## config.mk

```make
export PLATFORM = sky130hd
export DESIGN_NAME = windowed_rate_meter_with_peaks
export DESIGN_NICKNAME = d
export VERILOG_FILES = /design/src/sv/wrm_pkg.sv /design/src/sv/wrm_div.sv /design/src/sv/windowed_rate_meter_with_peaks.sv
export SDC_FILE = /design/constraint.sdc
export NUM_CORES = 2
export LEC_CHECK = 0
export ABC_AREA = 1
export BUFFER_PORTS_ARGS = -buffer_cell sky130_fd_sc_hd__buf_2
export CAP_MARGIN = 10
export CORE_MARGIN = 2
export CORE_UTILIZATION = 30
export CTS_BUF_LIST = sky130_fd_sc_hd__clkbuf_16
export DETAILED_ROUTE_END_ITERATION = 6
export GPL_TIMING_DRIVEN = 0
export MAX_ROUTING_LAYER = met4
export PLACE_DENSITY_LB_ADDON = 0.1
export SYNTH_ARGS = -nofsm -noshare
export SYNTH_HDL_FRONTEND = slang
export SYNTH_SLANG_ARGS = --single-unit
```

## constraint.sdc

```tcl
create_clock -name clk -period 16.95 [get_ports clk]
set_input_delay 1.695 -clock clk [delete_from_list [all_inputs] [get_ports clk]]
set_output_delay 1.695 -clock clk [all_outputs]
set_load 0.1 [all_outputs]
```

## src/sv/wrm_pkg.sv

```systemverilog
// Package: shared types, constants and helpers for the windowed rate meter.
package wrm_pkg;

  localparam int SLOTS = 10;
  localparam int SLOT_W = (SLOTS > 1) ? $clog2(SLOTS) : 1;
  localparam int USEC_PER_SEC = 1000000;
  localparam int SLOT_USEC = USEC_PER_SEC / SLOTS;
  localparam logic [19:0] USEC_MAX = 20'd999999;
  localparam logic [31:0] DEF_SHORT = 32'd3600;
  localparam logic [31:0] DEF_MEDIUM = 32'd86400;
  localparam logic [31:0] DEF_LONG = 32'd2592000;
  localparam int NPEAK = 3;

  typedef enum logic [1:0] {
    CFG_SHORT  = 2'd0,
    CFG_MEDIUM = 2'd1,
    CFG_LONG   = 2'd2
  } cfg_idx_t;

  typedef enum logic [3:0] {
    ST_IDLE,
    ST_GAP,
    ST_WALK,
    ST_ADD,
    ST_DIV_START,
    ST_DIV_WAIT,
    ST_CROSS,
    ST_CMP,
    ST_OUT
  } state_t;

  typedef struct packed {
    logic        start;
    logic [31:0] dividend;
    logic [31:0] divisor;
  } div_req_t;

  typedef struct packed {
    logic        done;
    logic [31:0] quot;
  } div_rsp_t;

  function automatic logic [SLOT_W-1:0] slot_of(input logic [19:0] usec);
    logic [SLOT_W-1:0] s;
    s = '0;
    for (int i = 1; i < SLOTS; i++) begin
      if (usec >= 20'(i * SLOT_USEC)) s = SLOT_W'(i);
    end
    return s;
  endfunction

endpackage

```

## src/sv/wrm_div.sv

```systemverilog
// Bit-serial restoring divider, one quotient bit per cycle.
module wrm_div import wrm_pkg::*; (
  input  logic     clk,
  input  logic     rst_n,
  input  div_req_t req,
  output div_rsp_t rsp
);
  logic [31:0] rem_r, rem_nxt, quo_r, quo_nxt, dvs_r;
  logic [5:0]  cnt_r, cnt_nxt;
  logic        busy_r, busy_nxt, done_r, done_nxt;
  logic [32:0] trial;

  always_comb begin
    rem_nxt = rem_r;
    quo_nxt = quo_r;
    cnt_nxt = cnt_r;
    busy_nxt = busy_r;
    done_nxt = 1'b0;
    trial = {rem_r, quo_r[31]} - {1'b0, dvs_r};
    if (req.start) begin
      rem_nxt = '0;
      quo_nxt = req.dividend;
      cnt_nxt = 6'd32;
      busy_nxt = 1'b1;
    end else if (busy_r) begin
      if (!trial[32]) begin
        rem_nxt = trial[31:0];
        quo_nxt = {quo_r[30:0], 1'b1};
      end else begin
        rem_nxt = {rem_r[30:0], quo_r[31]};
        quo_nxt = {quo_r[30:0], 1'b0};
      end
      cnt_nxt = cnt_r - 6'd1;
      if (cnt_r == 6'd1) begin
        busy_nxt = 1'b0;
        done_nxt = 1'b1;
      end
    end
  end

  always_ff @(posedge clk) begin
    if (!rst_n) begin
      busy_r <= 1'b0;
      done_r <= 1'b0;
      cnt_r <= '0;
    end else begin
      busy_r <= busy_nxt;
      done_r <= done_nxt;
      cnt_r <= cnt_nxt;
    end
    rem_r <= rem_nxt;
    quo_r <= quo_nxt;
    if (req.start) dvs_r <= req.divisor;
  end

  assign rsp.done = done_r;
  assign rsp.quot = quo_r;
endmodule

```

## src/sv/windowed_rate_meter_with_peaks.sv

```systemverilog
// Top level: sliding one-second rate meter with short, medium and long peak hold.
// One transaction in, one out. A query or an ignored feed goes from ST_GAP straight to
// the divisions, a feed after a gap of a second or more passes ST_ADD first, and any
// other feed walks the expired buckets in ST_WALK (up to SLOTS-1) before ST_ADD. Six
// serial divisions on the shared bit-serial divider set the pace. A new item is
// accepted only after the previous result has been taken.
module windowed_rate_meter_with_peaks import wrm_pkg::*; (
  input  logic        clk,
  input  logic        rst_n,
  input  logic        cfg_we,
  input  logic [1:0]  cfg_index,
  input  logic [31:0] cfg_data,
  input  logic        in_valid,
  output logic        in_ready,
  input  logic        in_action,
  input  logic [31:0] in_time_sec,
  input  logic [19:0] in_time_usec,
  input  logic [31:0] in_increment,
  output logic        out_valid,
  input  logic        out_ready,
  output logic [31:0] out_window_speed,
  output logic [31:0] out_peak_short_speed,
  output logic [31:0] out_peak_short_sec,
  output logic [19:0] out_peak_short_usec,
  output logic [31:0] out_peak_medium_speed,
  output logic [31:0] out_peak_medium_sec,
  output logic [19:0] out_peak_medium_usec,
  output logic [31:0] out_peak_long_speed,
  output logic [31:0] out_peak_long_sec,
  output logic [19:0] out_peak_long_usec,
  output logic        out_ignored
);
  state_t state_r, state_nxt;
  logic [31:0] period_r [NPEAK];
  logic [31:0] slot_r [SLOTS];
  logic [31:0] wsum_r, last_sec_r, pv_r [NPEAK], ps_r [NPEAK];
  logic [19:0] last_usec_r, pu_r [NPEAK];
  logic        act_r, ign_r;
  logic [31:0] sec_r, inc_r, rem_r, speed_r, qa_r;
  logic [19:0] usec_r;
  logic [SLOT_W-1:0] idx_r, cur_r;
  logic [2:0]  dsel_r;
  logic [NPEAK-1:0] cross_r;
  logic        gap_big;
  logic [33:0] dsec;
  logic        older;
  div_req_t dreq;
  div_rsp_t drsp;

  wrm_div u_div (.clk(clk), .rst_n(rst_n), .req(dreq), .rsp(drsp));

  assign in_ready = (state_r == ST_IDLE) && !out_valid;
  assign dsec = {2'b0, sec_r} - {2'b0, last_sec_r};
  always_comb begin
    if (dsec[33]) gap_big = 1'b0;
    else if (dsec[31:0] >= 32'd2) gap_big = 1'b1;
    else if (dsec[31:0] == 32'd1) gap_big = usec_r >= last_usec_r;
    else gap_big = 1'b0;
  end
  assign older = (sec_r < last_sec_r) || (sec_r == last_sec_r && usec_r < last_usec_r);

  always_comb begin
    dreq.start = (state_r == ST_DIV_START);
    dreq.dividend = dsel_r[0] ? ps_r[dsel_r[2:1]] : sec_r;
    dreq.divisor = period_r[dsel_r[2:1]];
  end

  always_comb begin
    state_nxt = state_r;
    case (state_r)
      ST_IDLE: if (in_valid && in_ready) state_nxt = ST_GAP;
      ST_GAP: begin
        if (act_r || older) state_nxt = ST_DIV_START;
        else if (gap_big) state_nxt = ST_ADD;
        else state_nxt = ST_WALK;
      end
      ST_WALK: if (idx_r == cur_r) state_nxt = ST_ADD;
      ST_ADD: state_nxt = ST_DIV_START;
      ST_DIV_START: state_nxt = ST_DIV_WAIT;
      ST_DIV_WAIT: if (drsp.done) state_nxt = dsel_r[0] ? ST_CROSS : ST_DIV_START;
      ST_CROSS: state_nxt = (dsel_r[2:1] == 2'd2) ? ST_CMP : ST_DIV_START;
      ST_CMP: state_nxt = ST_OUT;
      ST_OUT: state_nxt = ST_IDLE;
      default: state_nxt = ST_IDLE;
    endcase
  end

  always_ff @(posedge clk) begin
    if (!rst_n) begin
      state_r <= ST_IDLE;
      out_valid <= 1'b0;
      period_r[0] <= DEF_SHORT;
      period_r[1] <= DEF_MEDIUM;
      period_r[2] <= DEF_LONG;
      for (int i = 0; i < SLOTS; i++) slot_r[i] <= '0;
      wsum_r <= '0;
      last_sec_r <= '0;
      last_usec_r <= '0;
      for (int k = 0; k < NPEAK; k++) begin
        pv_r[k] <= '0;
        ps_r[k] <= '0;
        pu_r[k] <= '0;
      end
    end else begin
      state_r <= state_nxt;
      if (cfg_we) begin
        case (cfg_index)
          CFG_SHORT: period_r[0] <= (cfg_data != 0) ? cfg_data : DEF_SHORT;
          CFG_MEDIUM: period_r[1] <= (cfg_data != 0) ? cfg_data : DEF_MEDIUM;
          CFG_LONG: period_r[2] <= (cfg_data != 0) ? cfg_data : DEF_LONG;
          default: ;
        endcase
      end
      if (out_valid && out_ready) out_valid <= 1'b0;
      case (state_r)
        ST_IDLE: if (in_valid && in_ready) begin
          act_r <= in_action;
          sec_r <= in_time_sec;
          usec_r <= (in_time_usec > USEC_MAX) ? USEC_MAX : in_time_usec;
          inc_r <= in_increment;
        end
        ST_GAP: begin
          cur_r <= slot_of(usec_r);
          idx_r <= slot_of(last_usec_r);
          rem_r <= '0;
          dsel_r <= '0;
          ign_r <= !act_r && older;
          speed_r <= act_r ? (gap_big ? 32'd0 : wsum_r) : wsum_r;
          qa_r <= 32'd0;
          if (!act_r && !older && gap_big) begin
            for (int i = 0; i < SLOTS; i++) slot_r[i] <= '0;
            wsum_r <= '0;
          end
        end
        ST_WALK: if (idx_r != cur_r) begin
          idx_r <= (32'(idx_r) + 1 >= SLOTS) ? '0 : idx_r + 1'b1;
          rem_r <= rem_r + slot_r[(32'(idx_r) + 1 >= SLOTS) ? '0 : idx_r + 1'b1];
          slot_r[(32'(idx_r) + 1 >= SLOTS) ? '0 : idx_r + 1'b1] <= '0;
        end
        ST_ADD: begin
          slot_r[cur_r] <= slot_r[cur_r] + inc_r;
          wsum_r <= wsum_r + inc_r - rem_r;
          speed_r <= wsum_r + inc_r - rem_r;
          last_sec_r <= sec_r;
          last_usec_r <= usec_r;
        end
        ST_DIV_WAIT: if (drsp.done) begin
          if (!dsel_r[0]) begin
            qa_r <= drsp.quot;
            dsel_r <= dsel_r + 3'd1;
          end else cross_r[dsel_r[2:1]] <= qa_r > drsp.quot;
        end
        ST_CROSS: dsel_r <= dsel_r + 3'd1;
        ST_CMP: begin
          // peak speed used by refresh: feed uses new sum, query uses 0
          if (!(ign_r) && cross_r[0]) begin
            pv_r[0] <= '0;
            if (cross_r[1]) begin
              pv_r[1] <= act_r ? 32'd0 : speed_r;
              ps_r[1] <= sec_r;
              pu_r[1] <= usec_r;
              if (cross_r[2]) begin
                pv_r[2] <= act_r ? 32'd0 : speed_r;
                ps_r[2] <= sec_r;
                pu_r[2] <= usec_r;
              end
            end
          end
        end
        ST_OUT: begin
          if (!ign_r && !act_r && speed_r > pv_r[0]) begin
            pv_r[0] <= speed_r;
            ps_r[0] <= sec_r;
            pu_r[0] <= usec_r;
            if (speed_r > pv_r[1]) begin
              pv_r[1] <= speed_r;
              ps_r[1] <= sec_r;
              pu_r[1] <= usec_r;
              if (speed_r > pv_r[2]) begin
                pv_r[2] <= speed_r;
                ps_r[2] <= sec_r;
                pu_r[2] <= usec_r;
              end
            end
          end
          out_valid <= 1'b1;
        end
        default: ;
      endcase
    end
  end

  logic upd0, upd1, upd2;
  assign upd0 = !ign_r && !act_r && speed_r > pv_r[0];
  assign upd1 = upd0 && speed_r > pv_r[1];
  assign upd2 = upd1 && speed_r > pv_r[2];

  always_ff @(posedge clk) begin
    if (state_r == ST_OUT) begin
      out_window_speed <= speed_r;
      out_ignored <= ign_r;
      out_peak_short_speed <= upd0 ? speed_r : pv_r[0];
      out_peak_short_sec <= upd0 ? sec_r : ps_r[0];
      out_peak_short_usec <= upd0 ? usec_r : pu_r[0];
      out_peak_medium_speed <= upd1 ? speed_r : pv_r[1];
      out_peak_medium_sec <= upd1 ? sec_r : ps_r[1];
      out_peak_medium_usec <= upd1 ? usec_r : pu_r[1];
      out_peak_long_speed <= upd2 ? speed_r : pv_r[2];
      out_peak_long_sec <= upd2 ? sec_r : ps_r[2];
      out_peak_long_usec <= upd2 ? usec_r : pu_r[2];
    end
  end
endmodule

```

# ---- After elaboration in Yosys (flattened, before gate mapping)
# Memory sizes are Yosys's and may differ from the RTL's. A register that Yosys moved wholly into a read port is not among the register bits.
# Cells that the tools add are included.
dict set report classes {
  n_addsub 10
  magnitude_cmp 30
  n_eq_ne 22
  mux 163
  bitwise_logic 31
  n_reduce_logical 43
}
# operator n
set op_table {}
lappend op_table {{$mux W32} 46}
lappend op_table {{$pmux W32 S2} 4}
lappend op_table {{$ge A20 B20 Y1 const B} 8}
lappend op_table {{$mux W20} 8}
lappend op_table {{$gt A32 B32 Y1} 4}
lappend op_table {{$ge A20 B19 Y1 const B} 6}
lappend op_table {{$add A32 B32 Y32} 3}
lappend op_table {{$mux W4} 21}
lappend op_table {{$mux W1} 71}
lappend op_table {{$reduce_or A32 Y1} 2}
lappend op_table {{$ge A20 B17 Y1 const B} 2}
lappend op_table {{$ge A20 B18 Y1 const B} 2}
lappend op_table {{$sub A32 B32 Y33} 1}
lappend op_table {{$sub A33 B32 Y33} 1}
lappend op_table {{$eq A32 B1 Y1 const B} 1}
lappend op_table {{$eq A32 B32 Y1} 1}
lappend op_table {{$ge A32 B2 Y1 const B} 1}
lappend op_table {{$lt A32 B32 Y1} 1}
lappend op_table {{$pmux W4 S8} 1}
lappend op_table {{$reduce_bool A32 Y1} 1}
lappend op_table {{$sub A32 B32 Y32} 1}
lappend op_table {{$or A1 B1 Y1} 29}
lappend op_table {{$ge A20 B20 Y1} 1}
lappend op_table {{$gt A20 B20 Y1 const B} 1}
lappend op_table {{39 further kinds} 82}
dict set report word_totals {
  ff_bits 642
  mem_bits_rw 668
  mem_count 5
}
# name words width read_ports rd_clocked_by_memory_dff write_ports line
set memory_table {}
lappend memory_table {slot_r 10 32 2 0 10 windowed_rate_meter_with_peaks.sv:35} ;# logic [31:0] slot_r [SLOTS];
lappend memory_table {period_r 3 32 1 1 3 windowed_rate_meter_with_peaks.sv:34} ;# logic [31:0] period_r [NPEAK];
lappend memory_table {ps_r 3 32 4 1 3 windowed_rate_meter_with_peaks.sv:36} ;# logic [31:0] wsum_r, last_sec_r, pv_r [NPEAK], ps_r [NPEAK];
lappend memory_table {pv_r 3 32 3 0 3 windowed_rate_meter_with_peaks.sv:36}
lappend memory_table {pu_r 3 20 3 0 3 windowed_rate_meter_with_peaks.sv:37} ;# logic [19:0] last_usec_r, pu_r [NPEAK];

# ---- Longest topological paths before layout
dict set report depth {
  depth_word 13
  ltp_mapped 29
  mapped_depth_nobuf 27
}

# ---- Modules after synthesis
# Synthesis repeated with hierarchy kept, for this count alone.
dict set report hier_totals {
  cells_unflattened 8612
  area_unflattened_um2 79640.1
}
# module n_inst cells_each area_each_um2 seq_area_each_um2
set modules_own_cells {}
lappend modules_own_cells {windowed_rate_meter_with_peaks 1 7571 72605.9 42090.4}
lappend modules_own_cells {wrm_div 1 1041 7034.2 2722.6}

# ---- Least setup slack after synthesis
# Ideal clock, no wire load.
dict set report synth_path {
  kind {reg2reg}
  startpoint {reg state_r[0]}
  endpoint {mem ps_r[2][0] (netlist name), enable pin}
  setup_time_ns 0.468
  t_arrival_ns 16.566
  t_required_ns 16.482
  path_slack_ns -0.084
  path_stages_with_launch 6
  path_cell_list {dfxtp_1 -> nor2_1 -> inv_1 -> nor2_1 -> nand2_1 -> o21ai_1}
}
# item line
set synth_lines {}
lappend synth_lines {{start, declared} windowed_rate_meter_with_peaks.sv:33} ;# state_t state_r, state_nxt;
lappend synth_lines {{start signal, assigned} windowed_rate_meter_with_peaks.sv:105} ;# state_r <= state_nxt;
lappend synth_lines {{end, declared} windowed_rate_meter_with_peaks.sv:36}

==> flow_summary.json <==
{
  "synth_edf_count": 1405,
  "fmax_ghz": 0.1195,
  "utilization_pct": 35.37,
  "worstSetupPathType": "reg -> reg",
  "fillers": 26543,
  "critPathTopFamily": "buffers and inverters",
  "io_buffers": 409,
  "clock_skew_ns": 0.06222,
  "drtIter0Drc": 7239,
  "worst_ep_arrival_time_ns": 9.01,
  "multiInputGateArea_mm2": 0.02844,
  "crit_fanout": 11,
  "crit_buf_inv": 8,
  "clock_path_buffers": 3,
  "synth_nets": 8661,
  "grt_pass1_vias": 62161,
  "rsz0062_at_grt": "no",
  "leakage_nw": 36.14,
  "r2r-start": "cur_r[0]",
  "fin_crit_sh_pct": 49.38,
  "hold_class": "reg -> reg",
  "reg2regPathDepth": 25,
  "cts-buffers-inserted": 182,
  "grt_first_pass_wirelength_mm": 464.8,
  "vias_per_cell": 5.235,
  "finalCriticalPeriod_ns": 8.369,
  "final_hold_viol_count": 0,
  "path_common_cell": "nand2_1",
  "post_cts_buffers": 0,
  "start_util_pct": 30.15,
  "ff_latch_area_mm2": 0.04481,
  "grt_max_degree": 37,
  "ctsResizeCount": 0,
  "drv_slew": 0,
  "cts_hold_buf": 0,
  "die_x_um": 514.9,
  "drive_above_1_share_pct": 10.47,
  "grtUsageTotal_pct": 25.18,
  "clock_latency_ns": 0.86,
  "min_to": "u_div.rem_r[6]",
  "area_delta_synth_final_pct": 17.31,
  "postRouteAntennaNets": 0,
  "outcome": "finished, final reports clean",
  "cts-root-buf": "clkbuf_16",
  "wirelength_mm": 333.0,
  "yosysUniqueCellTypes": 65,
  "cts_sinks": 1536,
  "required_ns": 17.59,
  "worst_setup_path_end_kind": "flop",
  "wl_per_cell_um": 26.86,
  "rows": 187,
  "setup_violations": 0,
  "htree_levels": 4,
  "place_inst": 12055,
  "ys_warn_count": 0,
  "path_clk_slew_ns": 0.06,
  "maxCapViolations": 0,
  "yosys_register_bits": 1536,
  "netlist_area_mm2": 0.07831,
  "rrSetupSlack_ns": 8.58,
  "timing.rr.end": "slot_r[0][21]",
  "dp_hpwl_mm": 255.4,
  "drt-pass1-iter-count": 6,
  "cts_tree": "yes",
  "slowest_delay_ns": 1.07,
  "crit_slowest_cell": "clkbuf_1",
  "vdd_ir_drop_max_mv": 0.1219,
  "core_area_mm2": 0.2597,
  "place_congestion": 0.9946,
  "gr-total-overflow": 0,
  "die_area_mm2": 0.2651,
  "synth.avg_cell_area_um2": 9.561,
  "nets": 9308,
  "min-delay-start": "u_div.rem_r[6]",
  "power_density_mw_per_mm2": 133.7,
  "setup_tns_ns": 0,
  "vias": 64898,
  "antenna_found_initial": 23,
  "slew_headroom_pct": 2.013,
  "syn_inst": 8190,
  "ioPinCount": 411,
  "yosysSeqAreaShare_pct": 57.23,
  "worstSetupPathDepth": 25,
  "ys_async_sr_fraction_pct": 0,
  "synth_ff_type": "edfxtp_1",
  "die_y_um": 514.9,
  "instances_no_fill": 12398,
  "drc": 0,
  "tightest_slew_ns": 1.454,
  "min_path_cells": 2,
  "start_kind": "flop"
}
layer usage:
metal	GRT usage [%]	part of all wire [%]	vias up
met5	-	0	-
met4	11.36	5.2	0
met3	4.166	6.9	635
met2	38.39	45	2712
met1	32.81	43	31815
li1	-	-	29736
registers in the layout, indices dropped and copies added (netlist names), 60 cells and up, named ones only:
signal,flops
slot_r,512
pv_r,96
ps_r,96
period_r,96
pu_r,60
cell usage in the layout, fill, tap and decap left out, types with 23 or more instances in the layout:
cell type  Yosys  layout
dfxtp_1      131     131
a31oi_1       40      40
o21ai_0      753     753
fa_1          35      35
nor2_1      1082    1073
xor2_1        24      24
buf_12         0      37
nand4_1       41      41
a21oi_1      700     698
clkbuf_1     281     280
buf_1         25      25
o211ai_1     105     105
o22ai_1       23      23
nand3_1      392     379
a32o_1        32      32
buf_2         98     507
nor3_1        81      73
o21ai_1       79      77
ha_1         312     312
clkinv_1      23      64
edfxtp_1    1405    1405
clkbuf_16      0     184
a22oi_1       32      32
nand2_1     1224    1222
o221ai_1      65      65
o21a_1        23      23
a211oi_1      30      30
inv_1        901     936
clkinv_2       0      28
where the power goes:
group          switching [mW]  internal (mW)
clock network            1.71           2.24
registers               0.197           4.45
logic                    2.70          0.978
worst min-delay path, delay by kind of cell (launching register included):
family | cells | cell delay, ns
flops | 1 | 0.32
simple gates | 2 | 0.10
cells by family after synthesis:
| group | Yosys count | synth area share, % |
|---|---|---|
| flops | 1536 | 57.23 |
| buf+inv | 1363 | 6.791 |
| compound gates | 1990 | 14.39 |
| simple gates | 2907 | 15.18 |
| fa+ha+maj | 347 | 5.880 |
| xor+xnor | 47 | 0.5353 |
per-stage QoR:
step / hold WS (ns) / setup slack, ns / area (um2) / total power [mW]
after floorplan: 0.4264 / 5.218 / 78310 / 6.767
after global placement: 0.4422 / -2.023 / 84610 / 8.271
final: 0.4693 / 8.581 / 91860 / 12.28
after detailed placement: 0.4471 / 8.959 / 85880 / 8.316
after CTS: 0.4712 / 8.950 / 91830 / 12.27
after global routing: 0.4901 / 8.475 / 91850 / 12.79
worst max-delay path by stage:
stage,startpoint,endpoint,slack [ns]
finish,cur_r[0],slot_r[0][21],8.58
global route,cur_r[0],slot_r[2][21],8.48
CTS,cur_r[0],slot_r[2][21],8.95
detailed placement,cur_r[0],slot_r[5][21],8.96
global placement,state_r[0],ps_r[2][23],-2.02
floorplan,state_r[0],ps_r[2][0],5.22
cell type report:
| cell class | instances | area share, % |
|---|---|---|
| Clock inverter | 148 | 1.472 |
| Buffer | 419 | 1.933 |
| Antenna cell | 11 | 0.02996 |
| Sequential cell | 1536 | 48.78 |
| Multi-Input combinational cell | 5291 | 30.96 |
| Inverter | 944 | 3.857 |
| Tap cell | 3402 | 4.634 |
| Clock buffer | 184 | 5.012 |
| Timing Repair Buffer | 463 | 3.314 |
cell usage after synthesis (16+ instances only):
cell type,n,area share (%)
dfxtp_1,131,3.3
a211oi_1,30,0.29
xnor2_1,22,0.25
a31oi_1,40,0.32
nand4_1,41,0.33
nor4_1,21,0.17
nor2_1,1082,5.2
nor3_1,81,0.52
a31o_2,16,0.18
a32o_1,32,0.41
nand2_1,1224,5.9
fa_1,35,0.89
xor2_1,24,0.27
nand3_1,392,2.5
a21oi_1,700,4.5
inv_1,901,4.3
o211ai_1,105,1.0
o21a_1,23,0.22
o21ai_1,79,0.50
inv_2,20,0.096
buf_2,98,0.63
a21o_1,22,0.21
ha_1,312,5.0
o21ai_0,753,4.8
o22ai_1,23,0.18
edfxtp_1,1405,54
o221ai_1,65,0.73
or2_2,19,0.15
a22oi_1,32,0.31
clkinv_1,23,0.11
o21bai_1,20,0.19
buf_1,25,0.12
clkbuf_1,281,1.3
Power figures use the tool's default switching activity.
